--- config.mk ---
export PLATFORM = sky130hd
export DESIGN_NAME = avt_issue
export DESIGN_NICKNAME = d
export VERILOG_FILES = /design/src/rtl/core/avt_pkg.sv /design/src/rtl/core/avt_issue.sv
export SDC_FILE = /design/constraint.sdc
export NUM_CORES = 1
export LEC_CHECK = 0
export BUFFER_PORTS_ARGS = -buffer_cell sky130_fd_sc_hd__buf_4
export CAP_MARGIN = 5
export CORE_MARGIN = 4
export CORE_UTILIZATION = 45
export CTS_BUF_LIST = sky130_fd_sc_hd__clkbuf_4 sky130_fd_sc_hd__clkbuf_8 sky130_fd_sc_hd__clkbuf_16
export DETAILED_ROUTE_END_ITERATION = 8
export HOLD_SLACK_MARGIN = 0.1
export PLACE_DENSITY = 0.69
export SKIP_CTS_REPAIR_TIMING = 1
export SYNTH_ARGS = -nofsm -noshare
export SYNTH_HDL_FRONTEND = slang
export SYNTH_SLANG_ARGS = --single-unit
export TNS_END_PERCENT = 100
--- constraint.sdc ---
create_clock -name clk -period 10.25 [get_ports clk]
set_input_delay 0 -clock clk [delete_from_list [all_inputs] [get_ports clk]]
set_output_delay 0 -clock clk [all_outputs]
set_load 0.02 [all_outputs]
--- src/rtl/core/avt_pkg.sv ---
// Shared constants, types and codes of the affine vertex transform.
package avt_pkg;

  localparam int COORD_WIDTH = 16;
  localparam int FRAC_BITS   = 16;
  localparam int COEF_WIDTH  = 24;

  localparam int OP_W   = COORD_WIDTH + 1;
  localparam int PROD_W = COEF_WIDTH + OP_W;
  localparam int ACC_W  = ((PROD_W > OP_W + FRAC_BITS) ? PROD_W : OP_W + FRAC_BITS) + 2;
  localparam int Q_W    = ACC_W - FRAC_BITS;

  localparam int CFG_INDEX_W = 3;
  localparam int CFG_DATA_W  = (COEF_WIDTH > COORD_WIDTH) ? COEF_WIDTH : COORD_WIDTH;
  localparam int MODE_W      = 3;
  localparam int VARIANT_W   = 2;

  localparam logic [CFG_INDEX_W-1:0] REG_MODE     = 3'd0;
  localparam logic [CFG_INDEX_W-1:0] REG_OFFSET_X = 3'd1;
  localparam logic [CFG_INDEX_W-1:0] REG_OFFSET_Y = 3'd2;
  localparam logic [CFG_INDEX_W-1:0] REG_COEF_A   = 3'd3;
  localparam logic [CFG_INDEX_W-1:0] REG_COEF_B   = 3'd4;

  localparam logic [MODE_W-1:0] MODE_TRANSLATE = 3'd0;
  localparam logic [MODE_W-1:0] MODE_ROTATE    = 3'd1;
  localparam logic [MODE_W-1:0] MODE_SCALE     = 3'd2;
  localparam logic [MODE_W-1:0] MODE_REFLECT   = 3'd3;
  localparam logic [MODE_W-1:0] MODE_SHEAR     = 3'd4;

  localparam logic [VARIANT_W-1:0] VARIANT_FIRST  = 2'd0;
  localparam logic [VARIANT_W-1:0] VARIANT_SECOND = 2'd1;
  localparam logic [VARIANT_W-1:0] VARIANT_THIRD  = 2'd2;
  localparam logic [VARIANT_W-1:0] REFLECT_LAST   = 2'd3;
  localparam logic [VARIANT_W-1:0] SHEAR_LAST     = 2'd1;

  localparam logic signed [COEF_WIDTH-1:0] COEF_A_RESET = COEF_WIDTH'(65536);

  typedef struct packed {
    logic [MODE_W-1:0]             mode;
    logic signed [COORD_WIDTH-1:0] offset_x;
    logic signed [COORD_WIDTH-1:0] offset_y;
    logic signed [COEF_WIDTH-1:0]  coef_a;
    logic signed [COEF_WIDTH-1:0]  coef_b;
  } cfg_t;

  // One coordinate: c1*o1 +/- c2*o2 + k*2^F.
  typedef struct packed {
    logic signed [COEF_WIDTH-1:0] c1;
    logic signed [OP_W-1:0]       o1;
    logic signed [COEF_WIDTH-1:0] c2;
    logic signed [OP_W-1:0]       o2;
    logic                         sub;
    logic signed [OP_W-1:0]       k;
  } term_t;

  typedef struct packed {
    logic                 last;
    logic [VARIANT_W-1:0] variant;
  } meta_t;

  typedef struct packed {
    term_t tx;
    term_t ty;
    meta_t meta;
  } op_t;

endpackage

--- src/rtl/core/avt_issue.sv ---
// Vertex holding stage: expands one vertex into its result beats and selects operands.
module avt_issue (
  input  logic                             clk,
  input  logic                             rst,
  input  avt_pkg::cfg_t                    cfg,
  input  logic                             in_valid,
  output logic                             in_stall,
  input  logic signed [avt_pkg::COORD_WIDTH-1:0] point_x,
  input  logic signed [avt_pkg::COORD_WIDTH-1:0] point_y,
  input  logic                             down_ready,
  output logic                             op_valid,
  output avt_pkg::op_t                     op
);
  import avt_pkg::*;

  logic                          busy;
  logic signed [COORD_WIDTH-1:0] vx;
  logic signed [COORD_WIDTH-1:0] vy;
  logic [VARIANT_W-1:0]          var_cnt;
  logic                          is_last;
  logic                          op_ready;
  logic                          emit;
  logic                          take;
  op_t                           op_next;

  logic signed [OP_W-1:0] x17, y17, px17, py17, dx, dy;

  assign x17  = OP_W'(vx);
  assign y17  = OP_W'(vy);
  assign px17 = OP_W'(cfg.offset_x);
  assign py17 = OP_W'(cfg.offset_y);
  assign dx   = x17 - px17;
  assign dy   = y17 - py17;

  always_comb begin
    case (cfg.mode)
      MODE_REFLECT: is_last = (var_cnt == REFLECT_LAST);
      MODE_SHEAR:   is_last = (var_cnt == SHEAR_LAST);
      default:      is_last = 1'b1;
    endcase
  end

  assign op_ready = !op_valid || down_ready;
  assign emit     = busy && op_ready;
  assign in_stall = busy && !(emit && is_last);
  assign take     = in_valid && !in_stall;

  always_comb begin
    op_next              = '0;
    op_next.tx.k         = x17;
    op_next.ty.k         = y17;
    op_next.meta.variant = var_cnt;
    op_next.meta.last    = is_last;
    case (cfg.mode)
      MODE_TRANSLATE: begin
        op_next.tx.k = x17 + px17;
        op_next.ty.k = y17 + py17;
      end
      MODE_ROTATE: begin
        op_next.tx.c1  = cfg.coef_a;
        op_next.tx.o1  = dx;
        op_next.tx.c2  = cfg.coef_b;
        op_next.tx.o2  = dy;
        op_next.tx.sub = 1'b1;
        op_next.tx.k   = px17;
        op_next.ty.c1  = cfg.coef_b;
        op_next.ty.o1  = dx;
        op_next.ty.c2  = cfg.coef_a;
        op_next.ty.o2  = dy;
        op_next.ty.k   = py17;
      end
      MODE_SCALE: begin
        op_next.tx.c1 = cfg.coef_a;
        op_next.tx.o1 = dx;
        op_next.tx.k  = px17;
        op_next.ty.c1 = cfg.coef_b;
        op_next.ty.o1 = dy;
        op_next.ty.k  = py17;
      end
      MODE_REFLECT: begin
        case (var_cnt)
          VARIANT_FIRST: begin
            op_next.ty.k = -y17;
          end
          VARIANT_SECOND: begin
            op_next.tx.k = -x17;
          end
          VARIANT_THIRD: begin
            op_next.tx.k = -x17;
            op_next.ty.k = -y17;
          end
          default: begin
            op_next.tx.k = y17;
            op_next.ty.k = x17;
          end
        endcase
      end
      MODE_SHEAR: begin
        if (var_cnt == VARIANT_FIRST) begin
          op_next.tx.c1 = cfg.coef_a;
          op_next.tx.o1 = y17;
        end else begin
          op_next.ty.c1 = cfg.coef_b;
          op_next.ty.o1 = x17;
        end
      end
      default: ;
    endcase
  end

  always_ff @(posedge clk) begin
    if (rst) begin
      busy     <= 1'b0;
      var_cnt  <= VARIANT_FIRST;
      op_valid <= 1'b0;
    end else begin
      if (take) begin
        busy    <= 1'b1;
        var_cnt <= VARIANT_FIRST;
      end else if (emit) begin
        var_cnt <= is_last ? VARIANT_FIRST : var_cnt + VARIANT_W'(1);
        if (is_last) begin
          busy <= 1'b0;
        end
      end
      if (op_ready) begin
        op_valid <= busy;
      end
    end
  end

  always_ff @(posedge clk) begin
    if (take) begin
      vx <= point_x;
      vy <= point_y;
    end
    if (op_ready) begin
      op <= op_next;
    end
  end

endmodule

==> results.sh, run 1 <==
export IMPL_status="finished clean"
export IMPL_tightest_slew_ns=1.04
export IMPL_layout_common_cells="buf_4 (330), edfxtp_1 (217), and2_1 (103)"
export IMPL_maxCapViolations=0
export IMPL_syn_area_um2=13400
export IMPL_drive_above_1_share_pct=23.7
export IMPL_mostFrequentLayoutCell="buf_4"
export IMPL_grt_pass1_wl_um=65500
export IMPL_worstRegToRegCells=8
export IMPL_ir_drop_mv=0.120
export IMPL_min_path_cells=5
export IMPL_antenna_found_initial=0
export IMPL_switching_share_pct=29.8
export IMPL_crit_path_start="vy[4]"
export IMPL_grt_pass1_vias=10900
export IMPL_crit_fanout=10
export IMPL_critPathRequiredTime_ns=10.49
export IMPL_ys_types=86
export IMPL_routabilityCongestion=0.916
export IMPL_htreeDepth=1
export IMPL_p_per_area_nw_per_um2=149
export IMPL_r2r_end="op[77]"
export IMPL_synthToLayoutAreaGrowth_pct=32.0
export IMPL_finalCriticalPeriod_ns=3.29
export IMPL_synth_ff_type="edfxtp_1"
export IMPL_diodes=0
export IMPL_combPwrFrac_pct=25.1
export IMPL_hold_end="op[19]"
export IMPL_hold_viol_final=0
export IMPL_fin_nets=1840
export IMPL_end_kind="flip-flop"
export IMPL_critPathArrivalTime_ns=3.53
export IMPL_drtIter0Drc=1211
export IMPL_ys_ff_latch=221
export IMPL_met1_usage_pct=34.1
export IMPL_dr_pass1_iters=5
export IMPL_synth_avg_cell_area_um2=10.4
export IMPL_fin_area_um2=17700
export IMPL_wl_um=44800
export IMPL_setup_viol=0
export IMPL_async_flop_share_pct=0
export IMPL_grt_util_met2_pct=42.4
export IMPL_grt_ovfl_total=0
export IMPL_synth_top_area_share_pct=48.7
export IMPL_grt_usage_pct=25.4
export IMPL_internal_power_uw=1850
export IMPL_vias=11800
export IMPL_yosysTopAreaCell="edfxtp_1"
export IMPL_fp_dieArea_um2=32600
export IMPL_report_final_slew_viol_count=0
export IMPL_pwr_share_clk_pct=31.8
export IMPL_path_clk_slew_ns=0.06
export IMPL_cts_tree="built"
export IMPL_top_usage_layer="met2"
export IMPL_synthTopCellsByArea="edfxtp_1 (49%), ha_1 (6.6%), and2_1 (4.8%)"
export IMPL_io_pins=324
export IMPL_synth_fp_nets=1484
export IMPL_clock_latency_ns=0.54
export IMPL_routedWlPerCell_um=21.9
export IMPL_finalClockSkew_ns=0.0234
export IMPL_worst_setup_path_type="flip-flop to flip-flop"
export IMPL_num_rows=62
export IMPL_yosysWarnings=0
export IMPL_critPathLaunchType="flip-flop"
export IMPL_synth_edf_count=217
export IMPL_max_slew_margin_pct=30.7
export IMPL_met3_usage_pct=4.95
export IMPL_r2r_start="vy[4]"
export IMPL_hp_start="cfg[63]"
export IMPL_timing_fmax_ghz=0.304
export IMPL_start_util_pct=46.1
export IMPL_hp_class="input pin to flip-flop"
export IMPL_period_share_pct=32.1
export IMPL_fin_cells=2046
export IMPL_drc=0
export IMPL_r2r_slack_ns=6.96
export IMPL_grt_max_degree=85
export IMPL_rsz0062_at_grt="no"
export IMPL_viasPerCell=5.76
export IMPL_cts_root_buffer="clkbuf_16"
export IMPL_cts_buffers=24
export IMPL_dp_cells=1904
export IMPL_p_switching_uw=786
export IMPL_postPlaceCellArea_um2=15900
export IMPL_core_area_um2=29000
export IMPL_ant_nets=0
export IMPL_leakage_uw=0.00762
export IMPL_seqPwrFrac_pct=43.1
export IMPL_cts_sinks=221
export IMPL_fin_tns_setup_ns=0
export IMPL_die_h_um=180
export IMPL_ys_seq_area_share_pct=49.3
export IMPL_clock_path_buffers=3
export IMPL_io_buffers=322
export IMPL_netlist_instances=1290
export IMPL_hpwl_um=32300
export IMPL_die_w_um=180
==> layer usage <==
layer | routed length, um | up-vias
met2 | 21800 | 627
li1 | - | 5438
met1 | 17600 | 5645
met5 | 0 | -
met4 | 1220 | 0
met3 | 4100 | 72
==> critical path, cell delays in order (launching register included) <==
cell and delay [ns]:
edfxtp_1 0.58, ha_1 0.46, or4_1 0.57, o211a_1 0.13, o21a_1 0.15, or4b_1 0.56
a31o_1 0.26, xnor2_2 0.19, o221ai_2 0.12
==> kinds of logic after synthesis <==
logic type	synth area share (%)
AOI/OAI and AO/OA	18.1
and+or+nand+nor	15.6
muxes	0.794
buffers and inverters	5.71
xor gates and xnor gates	3.26
DFF	49.3
adders and majority gates	7.23
other	0.0280
==> worst max-delay path by stage <==
stage / end
6_report: op[77]
5_1_grt: op[116]
4_1_cts: op[77]
3_5_place_dp: op[74]
3_3_place_gp: op[71]
2_1_floorplan: vx[0]
==> registers in the layout (all words and copies together), names as in the netlist <==
signal,flops
op,185
vx,16
vy,16
var_cnt,2
busy,1
op_valid,1
==> synthesized netlist by cell type, types with 6 or more instances <==
cell type,count
edfxtp_1,217
and2_1,103
nand2_1,90
nor2_1,86
inv_1,79
o21ai_0,75
a21oi_1,73
ha_1,71
clkbuf_1,70
xnor2_1,35
nor3_1,27
buf_4,19
a22oi_1,17
o221ai_1,17
a221oi_1,16
nand3_1,15
nor2b_1,15
o211ai_1,14
a31oi_1,13
nand2b_1,13
xor2_1,13
a21o_1,11
a22o_1,10
o21a_1,9
buf_1,8
a211oi_1,7
a311oi_1,7
a32oi_1,7
nand4_1,7
o22ai_1,7
o31ai_1,7
o21bai_1,6
o31a_1,6
or4_1,6
==> area by class of cell <==
type                    instances  area (um^2)
multi-input cells             887         6050
repair buffers                430         3480
clock inverters                13          126
inverters                      82          308
flip-flops and latches        221         6600
well taps                     384          480
fillers                      2334        11300
clock buffers                  29          638
==> stage by stage <==
| stage | hold WS [ns] | total power [uW] | setup slack [ns] | utilization (%) |
|---|---|---|---|---|
| 3_5_place_dp | 0.179 | 1780 | 6.93 | 54.8 |
| 3_3_place_gp | 0.180 | 1770 | 7.05 | 54.8 |
| 5_1_grt | 0.110 | 2750 | 6.84 | 60.9 |
| 4_1_cts | -0.379 | 2620 | 7.00 | 57.5 |
| 2_1_floorplan | 0.0691 | 1520 | 3.00 | - |
| 6_report | 0.0927 | 2640 | 6.96 | 60.9 |
==> power groups by stage <==
stage          Clock, uW  Combinational (uW)  Sequential, uW
2_1_floorplan          0                 286            1230
3_3_place_gp           0                 617            1150
3_5_place_dp           0                 621            1160
4_1_cts              855                 624            1140
5_1_grt              897                 706            1150
6_report             838                 663            1140
Power figures use the tool's default switching activity.
==> inputs of run 2 (changes only) <==
clock period = 3.1 ns   (was 10.25 ns; I/O delays follow)
==> run 2 against run 1 <==
Compared with the run above:
- global-route usage increased by 0.99 points
- total power rose to 3.4 times the previous value
- critical path depth rose by 1
- via count is 2.6% higher
- final cell count is 3.6% higher
- register-to-register slack got worse by 6.9 ns
- worst hold slack worse by 0.045 ns
- utilization grew 2.1 points
- critical path type unchanged
- critical endpoint is now op[104]
- largest cell class unchanged
- largest power group unchanged
- highest routed layer unchanged
==> results.sh, run 2 (synthesized netlist as in run 1, its figures left out) <==
export IMPL_status="finished clean"
export IMPL_hold_viol_final=0
export IMPL_worst_setup_path_type="flip-flop to flip-flop"
export IMPL_cts_tree="built"
export IMPL_largest_register="op"
export IMPL_slowest_delay_ns=0.60
export IMPL_routedWlPerCell_um=22.0
export IMPL_fin_util_pct=63.0
export IMPL_period_share_pct=99.6
export IMPL_start_util_pct=46.1
export IMPL_htreeDepth=1
export IMPL_crit_fanout=4
export IMPL_cts_sinks=221
export IMPL_grt_max_degree=64
export IMPL_hp_class="input pin to flip-flop"
export IMPL_grt_ovfl_total=0
export IMPL_critPathLaunchType="flip-flop"
export IMPL_synthToLayoutAreaGrowth_pct=36.5
export IMPL_leakage_uw=0.00798
export IMPL_drc=0
export IMPL_setup_viol=0
export IMPL_core_area_um2=29000
export IMPL_max_slew_margin_pct=27.3
export IMPL_critPathRequiredTime_ns=3.38
export IMPL_timing_fmax_ghz=0.324
export IMPL_dp_cells=1966
export IMPL_worstRegToRegCells=9
export IMPL_fp_dieArea_um2=32600
export IMPL_critPathArrivalTime_ns=3.37
export IMPL_fin_nets=1912
export IMPL_clock_latency_ns=0.55
export IMPL_drtIter0Drc=1140
export IMPL_mostFrequentLayoutCell="buf_4"
export IMPL_grt_usage_pct=26.3
export IMPL_antenna_found_initial=1
export IMPL_fin_cells=2120
export IMPL_cp_common_cell="dlygate4sd3_1"
export IMPL_cp_cell_sequence="ha_1, fa_1, nor2b_1, a211oi_1, dlygate4sd3_1, a21oi_1, nand2_1, dlygate4sd3_1, o21ai_0"
export IMPL_finalClockSkew_ns=0.0299
export IMPL_path_clk_slew_ns=0.06
export IMPL_wl_um=46600
export IMPL_crit_slowest_cell="dlygate4sd3_1"
export IMPL_layout_common_cells="buf_4 (391), edfxtp_1 (217), dlygate4sd3_1 (109)"
export IMPL_dr_pass1_iters=8
export IMPL_power_total_uw=8840
export IMPL_routabilityCongestion=0.987
export IMPL_clock_path_buffers=3
export IMPL_fillers=2313
export IMPL_ir_drop_mv=0.402
export IMPL_hpwl_um=34600
export IMPL_num_rows=62
export IMPL_min_path_cells=5
export IMPL_tightest_slew_ns=1.09
export IMPL_io_pins=324
export IMPL_cts_root_buffer="clkbuf_16"
export IMPL_p_per_area_nw_per_um2=484
export IMPL_io_buffers=322
export IMPL_viasPerCell=5.70
export IMPL_cts_buffers=24
export IMPL_grt_pass1_wl_um=67700
export IMPL_ant_nets=0
export IMPL_vias=12100
export IMPL_largest_registers="op: 185 flops, vx: 16 flops, vy: 16 flops"
export IMPL_grt_pass1_vias=11200
export IMPL_end_kind="flip-flop"
export IMPL_die_w_um=180
export IMPL_die_h_um=180
export IMPL_report_final_slew_viol_count=0
export IMPL_largest_reg_flops=185
export IMPL_drive_above_1_share_pct=26.5
export IMPL_maxCapViolations=0
export IMPL_finalCriticalPeriod_ns=3.09
run 2: through the flow:
stage	area (um^2)	worst slack [ns]	setup TNS [ns]	hold slack, ns
finish	18300	0.0116	0	0.0472
global route	18300	-0.0554	-0.0554	0.110
CTS	17200	0.0987	0	-0.395
detailed placement	16400	0.131	0	0.179
global placement	16400	0.172	0	0.180
floorplan	13400	0.0373	0	0.0617
run 2: final cells by class:
cell class	instances	area (um^2)	share of cell area, %
Sequential cell	221	6600	36.1
Antenna cell	1	2.50	0.0137
Timing Repair Buffer	502	4070	22.2
Multi-Input combinational cell	887	6060	33.1
Clock buffer	29	638	3.49
Clock inverter	14	128	0.698
Inverter	82	308	1.68
Tap cell	384	480	2.63
run 2: power breakdown:
group          switching (uW)  internal (uW)
Clock                    1170           1630
Sequential                131           3580
Combinational            1340            987
Total                    2640           6200
run 2: critical path, delay by kind of cell (launching register included):
| kind | cells | cell delay, ns |
|---|---|---|
| AOI/OAI and AO/OA | 3 | 0.34 |
| adders and majority gates | 2 | 0.69 |
| and+or+nand+nor | 2 | 0.21 |
| buffers and inverters | 2 | 1.13 |
| DFF | 1 | 0.44 |
run 2: final timing paths:
| check | slack (ns) | from | end |
|---|---|---|---|
| setup / recovery | 0.01 | vx[0] | op[104] |
| hold / removal | 0.05 | cfg[50] | op[5] |
| setup reg to reg | 0.01 | vx[0] | op[104] |
| hold reg to reg | 0.54 | busy | op_valid |
run 2: routing by layer:
metal	vias to the layer above	routed length [um]	track usage, %
met4	0	1360	6.68
met3	83	3550	4.86
li1	5588	-	-
met1	5812	18500	34.1
met5	-	0	0
met2	605	23200	45.8
==> inputs of run 3 (changes only) <==
CELL_PAD_IN_SITES_DETAIL_PLACEMENT = 0   (was not set)
CELL_PAD_IN_SITES_GLOBAL_PLACEMENT = 1   (was not set)
CORE_UTILIZATION = 42   (was 45)
PLACE_DENSITY = not set   (was 0.69)
PLACE_DENSITY_LB_ADDON = 0.1   (was not set)
REMOVE_ABC_BUFFERS = 1   (was not set)
==> run 3 against run 2 <==
Compared with the run above:
- clock skew shrank 0.011 ns
- largest cell class unchanged
- sequential share of layout area shrank 0.45 points
- global-route usage shrank 1.7 points
- non-clock buffer count grew 5
- count of clock-buffer cells in the layout grew 4
- worst hold slack lost 0.00077 ns
- critical path type unchanged
- setup slack gained 0.087 ns
- cell area grew 1.3%
- first-iteration DRC count shrank 14%
- clock power grew 18%
- combinational power is essentially flat
==> results.sh, run 3 (synthesized netlist as in run 1, its figures left out) <==
export IMPL_fin_tns_setup_ns=0
export IMPL_routedWlPerCell_um=21.7
export IMPL_timing_fmax_ghz=0.333
export IMPL_die_w_um=187
export IMPL_htreeDepth=1
export IMPL_core_area_um2=31500
export IMPL_vias=11800
export IMPL_clock_latency_ns=0.53
export IMPL_status="finished clean"
export IMPL_io_buffers=322
export IMPL_drive_above_1_share_pct=27.1
export IMPL_leakage_uw=0.00808
export IMPL_synthToLayoutAreaGrowth_pct=38.2
export IMPL_r2r_slack_ns=0.1
export IMPL_layout_common_cells="buf_4 (394), edfxtp_1 (217), dlygate4sd3_1 (109)"
export IMPL_r2r_start="vy[0]"
export IMPL_cts_buffers=25
export IMPL_cts_sinks=221
export IMPL_grt_usage_pct=24.7
export IMPL_tightest_slew_ns=0.924
export IMPL_drc=0
export IMPL_clock_path_buffers=3
export IMPL_fillers=2674
export IMPL_r2r_end="op[76]"
export IMPL_worstRegToRegCells=10
export IMPL_setup_viol=0
export IMPL_cts_tree="built"
export IMPL_dr_pass1_iters=5
export IMPL_crit_fanout=6
export IMPL_drtIter0Drc=982
export IMPL_num_rows=65
export IMPL_start_util_pct=42.5
export IMPL_fin_nets=1918
export IMPL_largest_register="op"
export IMPL_min_path_cells=5
export IMPL_finalCriticalPeriod_ns=3.00
export IMPL_cts_root_buffer="clkbuf_16"
export IMPL_maxCapViolations=0
export IMPL_hold_viol_final=0
export IMPL_end_kind="flip-flop"
export IMPL_holdWs_ns=0.0465
export IMPL_hold_end="op[104]"
export IMPL_period_share_pct=96.8
export IMPL_routabilityCongestion=0.891
export IMPL_grt_ovfl_total=0
export IMPL_worst_setup_path_type="flip-flop to flip-flop"
export IMPL_fp_dieArea_um2=34800
export IMPL_io_pins=324
export IMPL_hp_start="cfg[65]"
export IMPL_ant_nets=0
export IMPL_hpwl_um=34300
export IMPL_wl_um=46500
export IMPL_largest_reg_flops=185
export IMPL_critPathArrivalTime_ns=3.27
export IMPL_die_h_um=187
export IMPL_p_per_area_nw_per_um2=504
export IMPL_rsz0062_at_grt="no"
export IMPL_grt_pass1_vias=11300
export IMPL_report_final_slew_viol_count=0
export IMPL_largest_registers="op: 185 flops, vx: 16 flops, vy: 16 flops"
export IMPL_antenna_found_initial=0
export IMPL_grt_pass1_wl_um=67900
export IMPL_diodes=0
export IMPL_path_clk_slew_ns=0.07
export IMPL_finalClockSkew_ns=0.0186
export IMPL_critPathLaunchType="flip-flop"
export IMPL_hp_class="input pin to flip-flop"
export IMPL_mostFrequentLayoutCell="buf_4"
export IMPL_grt_max_degree=151
export IMPL_max_slew_margin_pct=38.4
export IMPL_viasPerCell=5.51
export IMPL_ir_drop_mv=0.353
export IMPL_critPathRequiredTime_ns=3.37
run 3: cell types whose count changed in the layout (fill, tap and decap cells not counted), moves of 2 or more:
cell	previous run	this run
clkinvlp_4	0	2
clkbuf_8	0	2
buf_12	2	4
buf_4	391	394
bufinv_16	2	6
clkinv_1	9	4
run 3: metal layers:
metal  global-route usage, %  wire length (um)  vias up
met5                       0                 0        -
met4                    6.63              1180        0
met3                    5.50              3810       69
met2                    40.2             21400      539
met1                    33.6             20200     5609
li1                        -                 -     5596
run 3: per-stage QoR:
stage | utilization (%) | cell area, um^2 | total power, uW | std cells | worst slack (ns)
6_report | 58.8 | 18500 | 9330 | 2144 | 0.0983
4_1_cts | 55.2 | 17400 | 9240 | 2033 | 0.0525
3_5_place_dp | 52.3 | 16500 | 5940 | 1988 | 0.0648
3_3_place_gp | 52.3 | 16500 | 5920 | 1988 | 0.163
2_1_floorplan | - | 12900 | 4950 | 1190 | -4.15
5_1_grt | 58.8 | 18500 | 9690 | 2144 | 0.00708
run 3: worst max-delay path by stage:
stage                   from      to  slack [ns]  cells after the start
finish                 vy[0]  op[76]         0.1                     10
global route           vy[0]  op[76]       0.007                     10
CTS                    vx[1]  op[76]        0.05                     11
detailed placement     vx[1]  op[76]        0.06                     11
global placement       vy[0]  op[76]        0.16                     10
floorplan           op_valid   vx[0]       -4.15                      3
run 3: cell type report:
type | count | area, um^2 | area share, %
Tap cell | 402 | 503 | 2.72
Inverter | 82 | 308 | 1.66
Clock buffer | 33 | 698 | 3.77
Multi-Input combinational cell | 887 | 6060 | 32.7
Timing Repair Buffer | 507 | 4130 | 22.3
Clock inverter | 12 | 214 | 1.16
Sequential cell | 221 | 6600 | 35.6
run 3: report_power, final:
part	switching (uW)	internal, uW
Sequential	131	3580
Combinational	1330	985
Clock	1220	2080
run 3: critical path: stages, from the launching register on:
cell	delay, ns
edfxtp_1	0.47
inv_1	0.12
ha_1	0.19
fa_2	0.24
nor2b_1	0.06
o31a_1	0.31
o2111a_1	0.30
a211o_1	0.33
a31oi_4	0.22
xnor2_1	0.14
a221o_1	0.37
